<file path="config.mk">
export PLATFORM = sky130hd
export DESIGN_NAME = ble_crc24_whitening_encoder_flat
export DESIGN_NICKNAME = d
export VERILOG_FILES = /design/src/hw/rtl/bwe_pkg.sv /design/src/hw/rtl/bwe_if.sv /design/src/hw/rtl/bwe_front.sv /design/src/hw/rtl/bwe_fifo.sv /design/src/hw/rtl/bwe_back.sv /design/src/hw/rtl/ble_crc24_whitening_encoder.sv /design/src/flat_wrapper.sv
export SDC_FILE = /design/constraint.sdc
export NUM_CORES = 1
export LEC_CHECK = 0
export BUFFER_PORTS_ARGS = -buffer_cell sky130_fd_sc_hd__buf_2
export CORE_MARGIN = 3
export CORE_UTILIZATION = 45
export DETAILED_ROUTE_END_ITERATION = 10
export REMOVE_ABC_BUFFERS = 1
export SETUP_SLACK_MARGIN = 0.4
export SLEW_MARGIN = 30
export SYNTH_ARGS = -nofsm -noshare
export SYNTH_HDL_FRONTEND = slang
export SYNTH_SLANG_ARGS = --single-unit
</file>
<file path="constraint.sdc">
create_clock -name clk -period 3.8 [get_ports clk]
set_clock_uncertainty 0.15 [all_clocks]
set_input_delay 0.38 -clock clk [delete_from_list [all_inputs] [get_ports clk]]
set_output_delay 0.38 -clock clk [all_outputs]
set_load 0.01 [all_outputs]
</file>
<file path="src/hw/rtl/bwe_pkg.sv">
// ----------------------------------------------------------------------------
// bwe_pkg
// Shared types, constants and bit-step functions for the crc-24 and
// whitening encoder.
// ----------------------------------------------------------------------------
package bwe_pkg;

  localparam int unsigned CRC_W       = 24;
  localparam int unsigned CHAN_W      = 6;
  localparam int unsigned BYTE_W      = 8;
  localparam int unsigned CFG_IDX_W   = 1;
  localparam int unsigned CFG_DATA_W  = 24;
  localparam int unsigned QUEUE_DEPTH = 2;

  localparam logic [CRC_W-1:0]  CRC_POLY      = 24'h00065B;
  localparam logic [CRC_W-1:0]  CRC_INIT_RST  = 24'h555555;
  localparam logic [CHAN_W-1:0] WHITEN_CH_RST = 6'd39;
  localparam logic [BYTE_W-1:0] WHITEN_TAP    = 8'h11;

  // configuration register indexes
  localparam logic [CFG_IDX_W-1:0] CFG_IDX_WHITEN_CHANNEL = 1'd0;
  localparam logic [CFG_IDX_W-1:0] CFG_IDX_CRC_INIT       = 1'd1;

  typedef enum logic [1:0] {
    PH_DATA,
    PH_CRC_HI,
    PH_CRC_MID,
    PH_CRC_LO
  } bwe_phase_t;

  // one queued pdu byte with the crc value after it
  typedef struct packed {
    logic [BYTE_W-1:0] data_byte;
    logic              last_byte;
    logic [CRC_W-1:0]  crc;
  } bwe_entry_t;

  typedef struct packed {
    logic [BYTE_W-1:0] lfsr;
    logic [BYTE_W-1:0] mask;
  } bwe_whiten_t;

  function automatic logic [BYTE_W-1:0] rev8(input logic [BYTE_W-1:0] v);
    logic [BYTE_W-1:0] r;
    for (int i = 0; i < BYTE_W; i++) begin
      r[i] = v[BYTE_W-1-i];
    end
    return r;
  endfunction

  // channel bit-reversed into bits 7..2, bit 1 set, bit 0 clear
  function automatic logic [BYTE_W-1:0] whiten_seed(input logic [CHAN_W-1:0] ch);
    return {ch[0], ch[1], ch[2], ch[3], ch[4], ch[5], 1'b1, 1'b0};
  endfunction

  // eight lsb-first crc steps
  function automatic logic [CRC_W-1:0] crc_byte(input logic [CRC_W-1:0] c_in,
                                                input logic [BYTE_W-1:0] d);
    logic [CRC_W-1:0] c;
    logic             top;
    c = c_in;
    for (int i = 0; i < BYTE_W; i++) begin
      top = c[CRC_W-1];
      c   = {c[CRC_W-2:0], 1'b0};
      if (d[i] != top) begin
        c = c ^ CRC_POLY;
      end
    end
    return c;
  endfunction

  // eight lfsr steps, mask bit i is the whitening bit for data bit i
  function automatic bwe_whiten_t whiten_byte(input logic [BYTE_W-1:0] r_in);
    bwe_whiten_t w;
    logic [BYTE_W-1:0] r;
    r = r_in;
    w.mask = '0;
    for (int i = 0; i < BYTE_W; i++) begin
      w.mask[i] = r[BYTE_W-1];
      if (r[BYTE_W-1]) begin
        r = r ^ WHITEN_TAP;
      end
      r = {r[BYTE_W-2:0], 1'b0};
    end
    w.lfsr = r;
    return w;
  endfunction

endpackage

</file>
<file path="src/hw/rtl/bwe_if.sv">
// ----------------------------------------------------------------------------
// bwe_in_if / bwe_out_if
// Valid/ready channels for pdu bytes in and encoded bytes out.
// ----------------------------------------------------------------------------
interface bwe_in_if;
  logic                     valid;
  logic                     ready;
  logic [bwe_pkg::BYTE_W-1:0] data_byte;
  logic                     last_byte;

  modport source (output valid, output data_byte, output last_byte, input ready);
  modport sink   (input valid, input data_byte, input last_byte, output ready);
endinterface

interface bwe_out_if;
  logic                     valid;
  logic                     ready;
  logic [bwe_pkg::BYTE_W-1:0] out_byte;
  logic                     is_crc;
  logic                     end_of_packet;

  modport source (output valid, output out_byte, output is_crc, output end_of_packet,
                  input ready);
  modport sink   (input valid, input out_byte, input is_crc, input end_of_packet,
                  output ready);
endinterface

</file>
<file path="src/hw/rtl/bwe_front.sv">
// ----------------------------------------------------------------------------
// bwe_front
// Accepts pdu bytes, tracks packet boundaries and runs the crc-24.
// ----------------------------------------------------------------------------
module bwe_front (
  input  logic                        clk,
  input  logic                        rst_n,
  bwe_in_if.sink                      in_if,
  input  logic [bwe_pkg::CRC_W-1:0]   crc_init,
  output logic                        push_valid,
  input  logic                        push_ready,
  output bwe_pkg::bwe_entry_t         push_entry
);

  logic                      start_r;
  logic [bwe_pkg::CRC_W-1:0] crc_r;
  logic [bwe_pkg::CRC_W-1:0] crc_base;
  logic [bwe_pkg::CRC_W-1:0] crc_nxt;
  logic                      accept;

  assign in_if.ready = push_ready;
  assign push_valid  = in_if.valid;
  assign accept      = in_if.valid && push_ready;

  // crc reloads on the first byte of every packet
  assign crc_base = start_r ? crc_init : crc_r;
  assign crc_nxt  = bwe_pkg::crc_byte(crc_base, in_if.data_byte);

  always_comb begin
    push_entry.data_byte = in_if.data_byte;
    push_entry.last_byte = in_if.last_byte;
    push_entry.crc       = crc_nxt;
  end

  always_ff @(posedge clk) begin
    if (!rst_n) begin
      start_r <= 1'b1;
    end else if (accept) begin
      start_r <= in_if.last_byte;
    end
  end

  always_ff @(posedge clk) begin
    if (accept) begin
      crc_r <= crc_nxt;
    end
  end

endmodule

</file>
<file path="src/hw/rtl/bwe_fifo.sv">
// ----------------------------------------------------------------------------
// bwe_fifo
// Short queue between the crc front and the whitening back end.
// ----------------------------------------------------------------------------
module bwe_fifo #(
  parameter int unsigned DEPTH = bwe_pkg::QUEUE_DEPTH
) (
  input  logic                clk,
  input  logic                rst_n,
  input  logic                push_valid,
  output logic                push_ready,
  input  bwe_pkg::bwe_entry_t push_entry,
  output logic                head_valid,
  input  logic                head_pop,
  output bwe_pkg::bwe_entry_t head_entry
);

  localparam int unsigned AW = (DEPTH > 1) ? $clog2(DEPTH) : 1;
  localparam int unsigned CW = $clog2(DEPTH + 1);

  bwe_pkg::bwe_entry_t mem_r [DEPTH];
  logic [AW-1:0]       wr_ptr_r;
  logic [AW-1:0]       rd_ptr_r;
  logic [CW-1:0]       cnt_r;
  logic                push;
  logic                pop;

  assign push_ready = (cnt_r != CW'(DEPTH));
  assign head_valid = (cnt_r != '0);
  assign head_entry = mem_r[rd_ptr_r];
  assign push       = push_valid && push_ready;
  assign pop        = head_pop && head_valid;

  always_ff @(posedge clk) begin
    if (!rst_n) begin
      wr_ptr_r <= '0;
      rd_ptr_r <= '0;
      cnt_r    <= '0;
    end else begin
      if (push) begin
        wr_ptr_r <= (wr_ptr_r == AW'(DEPTH - 1)) ? '0 : wr_ptr_r + AW'(1);
      end
      if (pop) begin
        rd_ptr_r <= (rd_ptr_r == AW'(DEPTH - 1)) ? '0 : rd_ptr_r + AW'(1);
      end
      if (push && !pop) begin
        cnt_r <= cnt_r + CW'(1);
      end else if (pop && !push) begin
        cnt_r <= cnt_r - CW'(1);
      end
    end
  end

  always_ff @(posedge clk) begin
    if (push) begin
      mem_r[wr_ptr_r] <= push_entry;
    end
  end

`ifndef NO_ASSERTIONS
  a_cnt_bound: assert property (@(posedge clk) disable iff (!rst_n)
    cnt_r <= CW'(DEPTH))
    else $error("queue count above depth");

  a_cnt_up: assert property (@(posedge clk) disable iff (!rst_n)
    (push && !pop) |=> (cnt_r == $past(cnt_r) + CW'(1)))
    else $error("queue count missed a push");

  a_cnt_down: assert property (@(posedge clk) disable iff (!rst_n)
    (pop && !push) |=> (cnt_r == $past(cnt_r) - CW'(1)))
    else $error("queue count missed a pop");
`endif

endmodule

</file>
<file path="src/hw/rtl/bwe_back.sv">
// ----------------------------------------------------------------------------
// bwe_back
// Whitens queued pdu bytes and appends the three crc bytes after the last.
// ----------------------------------------------------------------------------
module bwe_back (
  input  logic                        clk,
  input  logic                        rst_n,
  input  logic [bwe_pkg::CHAN_W-1:0]  whiten_channel,
  input  logic                        head_valid,
  output logic                        head_pop,
  input  bwe_pkg::bwe_entry_t         head_entry,
  bwe_out_if.source                   out_if
);

  bwe_pkg::bwe_phase_t        ph_r;
  bwe_pkg::bwe_phase_t        ph_nxt;
  logic                       start_r;
  logic [bwe_pkg::BYTE_W-1:0] lfsr_r;
  logic                       out_valid_r;
  logic [bwe_pkg::BYTE_W-1:0] out_byte_r;
  logic                       is_crc_r;
  logic                       eop_r;

  logic                       adv;
  logic                       done;
  logic [bwe_pkg::BYTE_W-1:0] raw_byte;
  logic                       sel_crc;
  logic                       sel_eop;
  logic [bwe_pkg::BYTE_W-1:0] lfsr_base;
  bwe_pkg::bwe_whiten_t       ws;

  // the output register frees up when empty or taken this cycle
  assign adv      = head_valid && (!out_valid_r || out_if.ready);
  assign head_pop = adv && done;

  always_comb begin
    ph_nxt = ph_r;
    unique case (ph_r)
      bwe_pkg::PH_DATA: begin
        if (adv && head_entry.last_byte) ph_nxt = bwe_pkg::PH_CRC_HI;
      end
      bwe_pkg::PH_CRC_HI: begin
        if (adv) ph_nxt = bwe_pkg::PH_CRC_MID;
      end
      bwe_pkg::PH_CRC_MID: begin
        if (adv) ph_nxt = bwe_pkg::PH_CRC_LO;
      end
      bwe_pkg::PH_CRC_LO: begin
        if (adv) ph_nxt = bwe_pkg::PH_DATA;
      end
      default: ph_nxt = bwe_pkg::PH_DATA;
    endcase
  end

  always_comb begin
    raw_byte = head_entry.data_byte;
    sel_crc  = 1'b0;
    sel_eop  = 1'b0;
    done     = 1'b0;
    unique case (ph_r)
      bwe_pkg::PH_DATA: begin
        done = !head_entry.last_byte;
      end
      bwe_pkg::PH_CRC_HI: begin
        raw_byte = bwe_pkg::rev8(head_entry.crc[23:16]);
        sel_crc  = 1'b1;
      end
      bwe_pkg::PH_CRC_MID: begin
        raw_byte = bwe_pkg::rev8(head_entry.crc[15:8]);
        sel_crc  = 1'b1;
      end
      bwe_pkg::PH_CRC_LO: begin
        raw_byte = bwe_pkg::rev8(head_entry.crc[7:0]);
        sel_crc  = 1'b1;
        sel_eop  = 1'b1;
        done     = 1'b1;
      end
      default: begin
        done = 1'b0;
      end
    endcase
  end

  // lfsr reseeds from the channel on the first byte of a packet
  assign lfsr_base = start_r ? bwe_pkg::whiten_seed(whiten_channel) : lfsr_r;
  assign ws        = bwe_pkg::whiten_byte(lfsr_base);

  always_ff @(posedge clk) begin
    if (!rst_n) begin
      ph_r        <= bwe_pkg::PH_DATA;
      start_r     <= 1'b1;
      out_valid_r <= 1'b0;
    end else begin
      ph_r <= ph_nxt;
      if (adv) begin
        start_r     <= (ph_r == bwe_pkg::PH_CRC_LO);
        out_valid_r <= 1'b1;
      end else if (out_if.ready) begin
        out_valid_r <= 1'b0;
      end
    end
  end

  always_ff @(posedge clk) begin
    if (adv) begin
      lfsr_r     <= ws.lfsr;
      out_byte_r <= raw_byte ^ ws.mask;
      is_crc_r   <= sel_crc;
      eop_r      <= sel_eop;
    end
  end

  assign out_if.valid         = out_valid_r;
  assign out_if.out_byte      = out_byte_r;
  assign out_if.is_crc        = is_crc_r;
  assign out_if.end_of_packet = eop_r;

`ifndef NO_ASSERTIONS
  a_eop_is_crc: assert property (@(posedge clk) disable iff (!rst_n)
    (out_valid_r && eop_r) |-> is_crc_r)
    else $error("end of packet on a non-crc byte");

  a_reseed_after_tail: assert property (@(posedge clk) disable iff (!rst_n)
    (adv && ph_r == bwe_pkg::PH_CRC_LO) |=> start_r)
    else $error("lfsr not reseeded after crc tail");

  a_tail_flagged: assert property (@(posedge clk) disable iff (!rst_n)
    (adv && ph_r != bwe_pkg::PH_DATA) |=> (out_valid_r && is_crc_r))
    else $error("crc byte not flagged");
`endif

endmodule

</file>
<file path="src/hw/rtl/ble_crc24_whitening_encoder.sv">
// ----------------------------------------------------------------------------
// ble_crc24_whitening_encoder
// Link-layer crc-24 and data whitening for one pdu byte stream.
// ----------------------------------------------------------------------------
// One pdu byte is accepted per cycle while the queue has room. The front runs
// the crc over each byte in the accepting cycle and queues it; the back end
// whitens and emits one byte per cycle through an output register while the
// output is not stalled, and a byte marked last is followed by the three
// bit-reversed crc bytes, high byte first. Each byte passes through the queue
// and then the output register on its way to the output port. Crc and lfsr
// reload from the configuration registers at every packet start;
// configuration is written with cfg_we, cfg_index and cfg_wdata.
// ----------------------------------------------------------------------------
module ble_crc24_whitening_encoder #(
  parameter int unsigned QUEUE_DEPTH = bwe_pkg::QUEUE_DEPTH
) (
  input  logic                             clk,
  input  logic                             rst_n,
  input  logic                             cfg_we,
  input  logic [bwe_pkg::CFG_IDX_W-1:0]    cfg_index,
  input  logic [bwe_pkg::CFG_DATA_W-1:0]   cfg_wdata,
  bwe_in_if.sink                           in_if,
  bwe_out_if.source                        out_if
);

  logic [bwe_pkg::CHAN_W-1:0] whiten_channel_r;
  logic [bwe_pkg::CRC_W-1:0]  crc_init_r;

  logic                push_valid;
  logic                push_ready;
  bwe_pkg::bwe_entry_t push_entry;
  logic                head_valid;
  logic                head_pop;
  bwe_pkg::bwe_entry_t head_entry;

  always_ff @(posedge clk) begin
    if (!rst_n) begin
      whiten_channel_r <= bwe_pkg::WHITEN_CH_RST;
      crc_init_r       <= bwe_pkg::CRC_INIT_RST;
    end else if (cfg_we) begin
      unique case (cfg_index)
        bwe_pkg::CFG_IDX_WHITEN_CHANNEL: whiten_channel_r <= cfg_wdata[bwe_pkg::CHAN_W-1:0];
        bwe_pkg::CFG_IDX_CRC_INIT:       crc_init_r       <= cfg_wdata[bwe_pkg::CRC_W-1:0];
        default: ;
      endcase
    end
  end

  bwe_front u_front (
    .clk        (clk),
    .rst_n      (rst_n),
    .in_if      (in_if),
    .crc_init   (crc_init_r),
    .push_valid (push_valid),
    .push_ready (push_ready),
    .push_entry (push_entry)
  );

  bwe_fifo #(
    .DEPTH (QUEUE_DEPTH)
  ) u_fifo (
    .clk        (clk),
    .rst_n      (rst_n),
    .push_valid (push_valid),
    .push_ready (push_ready),
    .push_entry (push_entry),
    .head_valid (head_valid),
    .head_pop   (head_pop),
    .head_entry (head_entry)
  );

  bwe_back u_back (
    .clk            (clk),
    .rst_n          (rst_n),
    .whiten_channel (whiten_channel_r),
    .head_valid     (head_valid),
    .head_pop       (head_pop),
    .head_entry     (head_entry),
    .out_if         (out_if)
  );

endmodule
</file>
<file path="src/flat_wrapper.sv">
// flat-port wrapper written by rule: the top's interface ports become plain ports
module ble_crc24_whitening_encoder_flat 
#(
  parameter int unsigned QUEUE_DEPTH = bwe_pkg::QUEUE_DEPTH
)
  (clk, rst_n, cfg_we, cfg_index, cfg_wdata, in_if_valid, in_if_data_byte, in_if_last_byte, in_if_ready, out_if_valid, out_if_out_byte, out_if_is_crc, out_if_end_of_packet, out_if_ready);
  bwe_in_if in_if_i ();
  bwe_out_if out_if_i ();
  input  logic clk;
  input  logic rst_n;
  input  logic cfg_we;
  input  logic [bwe_pkg::CFG_IDX_W-1:0] cfg_index;
  input  logic [bwe_pkg::CFG_DATA_W-1:0] cfg_wdata;
  input wire logic [$bits(in_if_i.valid)-1:0] in_if_valid;
  input wire logic [$bits(in_if_i.data_byte)-1:0] in_if_data_byte;
  input wire logic [$bits(in_if_i.last_byte)-1:0] in_if_last_byte;
  output wire logic [$bits(in_if_i.ready)-1:0] in_if_ready;
  output wire logic [$bits(out_if_i.valid)-1:0] out_if_valid;
  output wire logic [$bits(out_if_i.out_byte)-1:0] out_if_out_byte;
  output wire logic [$bits(out_if_i.is_crc)-1:0] out_if_is_crc;
  output wire logic [$bits(out_if_i.end_of_packet)-1:0] out_if_end_of_packet;
  input wire logic [$bits(out_if_i.ready)-1:0] out_if_ready;
  assign in_if_i.valid = in_if_valid;
  assign in_if_i.data_byte = in_if_data_byte;
  assign in_if_i.last_byte = in_if_last_byte;
  assign in_if_ready = in_if_i.ready;
  assign out_if_valid = out_if_i.valid;
  assign out_if_out_byte = out_if_i.out_byte;
  assign out_if_is_crc = out_if_i.is_crc;
  assign out_if_end_of_packet = out_if_i.end_of_packet;
  assign out_if_i.ready = out_if_ready;
  ble_crc24_whitening_encoder #(.QUEUE_DEPTH(QUEUE_DEPTH)) u_core (.clk(clk), .rst_n(rst_n), .cfg_we(cfg_we), .cfg_index(cfg_index), .cfg_wdata(cfg_wdata), .in_if(in_if_i), .out_if(out_if_i));
endmodule
</file>
==> results.toml <==
[synth]
avgSynthCellArea_sq_um = 13.5
syn-cell-area_sq_um = 6330
synth_top_area_share = 0.508
yosysTopAreaCell = "edfxtp_1"
synth.distinct_cells = 39
netlist_instances = 470
yosysSeqAreaShare = 0.634
ys_ff_latch = 147
netlist_top_cells_area = "edfxtp_1 (51%), dfxtp_1 (13%), mux2i_1 (4.7%)"
yosysWarnings = 0

[timing]
drv_slew = 0
setup-tns-final_ns = 0
slew_headroom = 0.403
tightest_slew_ns = 0.895
period_share = 0.697
setup_ws_ns = 1.15
hold_violations = 0
fin_crit_ns = 2.65
setup_viol = 0
fmax_mhz = 378
rsz0062_at_grt = "no"

[setup_path]
r2r-start = "u_core.u_back.ph_r[0]"
cp.arrival_ns = 2.84
startpoint = "u_core.u_back.ph_r[0]"
critPathKind = "flop to flop"
crit_required_ns = 3.99
r2r_end = "u_core.u_fifo.cnt_r[1]"
r2r_slack_ns = 1.15
worst-r2r-cell-count = 6
crit_fanout = 20
crit_path_start_kind = "flop"
endpoint_kind = "flop"

[worst_hold_path]
hold_path_class = "input pin to flop"
hp-start = "cfg_wdata[18]"
hold_depth = 3
hold_path_end = "u_core.crc_init_r[18]"

[placed_design]
dp_cells = 679
place_area_sq_um = 6750
port_buffers = 50
finalWeightedCongestion = 0.776
hpwl_um = 8490
pre_cts_ws_ns = 1.16

[power]
vdd_drop_max_mv = 0.296
p_leak_nw = 2.88
power_density_nw_per_um2 = 807

[final_layout]
fin_nets = 569
diodes = 0
finalNonFillerCells = 713
stdcell_area_sq_um = 7310
area_growth_pct = 15.5
fillers = 1147
final_layout_size_suffix_gt1_frac = 0.207
utilization = 0.541

[clocking]
clock_latency_ns = 0.42
cts_tree = "yes"
numClockSinks = 147
ctsResizeCount = 0
cts-root-buf = "clkbuf_16"
path_clk_slew_ns = 0.06
cts.htree.levels = 4
cts_buffer_depth = 2
cts_buffers = 17

[floorplan]
fp-row-count = 42
die_w_um = 125
pin_count = 51
design.die.area_sq_um = 15500
core_area_sq_um = 13500
initial_core_util = 0.469
die_h_um = 125

[drt]
vias = 3716
post-route-drc-count = 0
antenna_left = 0
first_pass_iters = 6
avgRoutedWirePerCell_um = 18.0
first_iter_violations = 375
drt-total-wl_um = 12900
viasPerCell = 5.21

[global_routing]
grt_usage = 0.175
grt_antenna_before_repair = 0
grt_pass1_vias = 3769
grt_pass1_wl_um = 20700
grt_start_max_net_pins = 34
grt_overflow = 0

[status]
status = "finished clean"

[flow_run]
drv_cap = 0
kinds of logic after synthesis:
group,Yosys count,synth area share
AOI/OAI and AO/OA,70,0.0700
adders and majority gates,6,0.0119
buffers and inverters,39,0.0269
xor gates and xnor gates,60,0.114
muxes,39,0.0674
and+or+nand+nor,109,0.0759
DFF,147,0.634
synth_stat cells:
| cell type | count |
|---|---|
| a211oi_1 | 7 |
| a21o_1 | 1 |
| a21oi_1 | 37 |
| a221oi_1 | 1 |
| a222oi_1 | 8 |
| a22oi_1 | 8 |
| a311oi_1 | 1 |
| and2_1 | 1 |
| and3_1 | 1 |
| buf_1 | 3 |
| buf_12 | 1 |
| buf_6 | 1 |
| clkbuf_1 | 19 |
| dfxtp_1 | 40 |
| edfxtp_1 | 107 |
| ha_1 | 6 |
| inv_1 | 15 |
| mux2_2 | 6 |
| mux2i_1 | 30 |
| mux2i_2 | 1 |
| mux2i_4 | 2 |
| nand2_1 | 67 |
| nand2b_1 | 3 |
| nand3_1 | 19 |
| nor2_1 | 5 |
| nor2b_1 | 9 |
| o21a_1 | 1 |
| o21ai_0 | 4 |
| o21ai_1 | 1 |
| o31ai_1 | 1 |
| or3_1 | 2 |
| or4_1 | 2 |
| xnor2_1 | 28 |
| xnor2_2 | 10 |
| xnor2_4 | 1 |
| xnor3_1 | 5 |
| xor2_1 | 14 |
| xor2_4 | 1 |
| xor3_1 | 1 |
cell type report:
type                       instances  area, sq um  area share
sequential                       147         4010       0.549
multi-input combinational        284         2150       0.295
clock buffer                      22          485      0.0664
timing repair buffer              59          323      0.0442
tap                              176          220      0.0301
clock inverter                    10         57.6     0.00787
inverter                          15         56.3     0.00770
metal layers:
layer	part of all wire	wire, um	track usage
met5	0	0	0
met3	0.049	634	0.0403
met2	0.47	6070	0.274
met4	0.020	252	0.0793
met1	0.46	5910	0.233
repair_timing:
| item | in CTS | in global routing |
|---|---|---|
| setup buffers | 0 | 0 |
| hold endpoints to repair | 2 | 0 |
| hold buffers | 2 | 0 |
how the worst max path moves through the flow:
stage / to / slack (ns)
6_report: u_core.u_fifo.cnt_r[1] / 1.15
3_3_place_gp: u_core.u_fifo.cnt_r[1] / 1.23
5_1_grt: u_core.u_fifo.cnt_r[1] / 1.01
4_1_cts: u_core.u_fifo.cnt_r[1] / 1.17
3_5_place_dp: u_core.u_fifo.cnt_r[1] / 1.16
2_1_floorplan: u_core.u_fifo.mem_r[0][10] / 1.05
worst max-delay path, stage by stage (launching register included):
cell,delay (ns)
dfxtp_1,0.38
ha_1,0.73
a21oi_1,0.15
or3_1,0.35
ha_1,0.32
or3_1,0.35
a21oi_1,0.13
layout by cell type, fill, tap and decap left out, drive strengths merged, types with 2 or more instances in the layout:
cell and n:
nand2 67, dfxtp 40, clkinvlp 3, clkbuf 22, inv 15, dlygate4sd3 2, xnor3 5, nor2 5
ha 6, a222oi 8, nand2b 3, nand3 19, or4 2, o21ai 5, buf 57, nor2b 9
a21oi 37, a211oi 7, clkinv 7, mux2i 33, or3 2, a22oi 8, edfxtp 107, xor2 15
xnor2 39, mux2 6
flip-flops by register name, indices dropped and copies added (netlist names), 2 cells and up, named ones only:
register,cells
u_core.u_back.lfsr_r,7
u_core.crc_init_r,24
u_core.u_front.crc_r,24
u_core.u_fifo.mem_r,66
u_core.u_back.ph_r,2
u_core.u_back.out_if.out_byte,8
u_core.whiten_channel_r,6
u_core.u_fifo.cnt_r,2
where the power goes:
group / switching, mW / internal, mW / total (mW) / leakage [nW]
Clock: 0.617 / 0.897 / 1.51 / 0.266
Sequential: 0.165 / 2.41 / 2.57 / 1.34
Combinational: 1.07 / 0.739 / 1.81 / 1.27
stage by stage:
| step | hold WS, ns | power (mW) |
|---|---|---|
| floorplan | 0.283 | 3.86 |
| CTS | 0.000583 | 5.94 |
| finish | 0.0170 | 5.90 |
| detailed placement | 0.299 | 4.42 |
| global placement | 0.291 | 4.37 |
| global route | 0.0126 | 6.22 |
(Power assumes the default switching activity.)
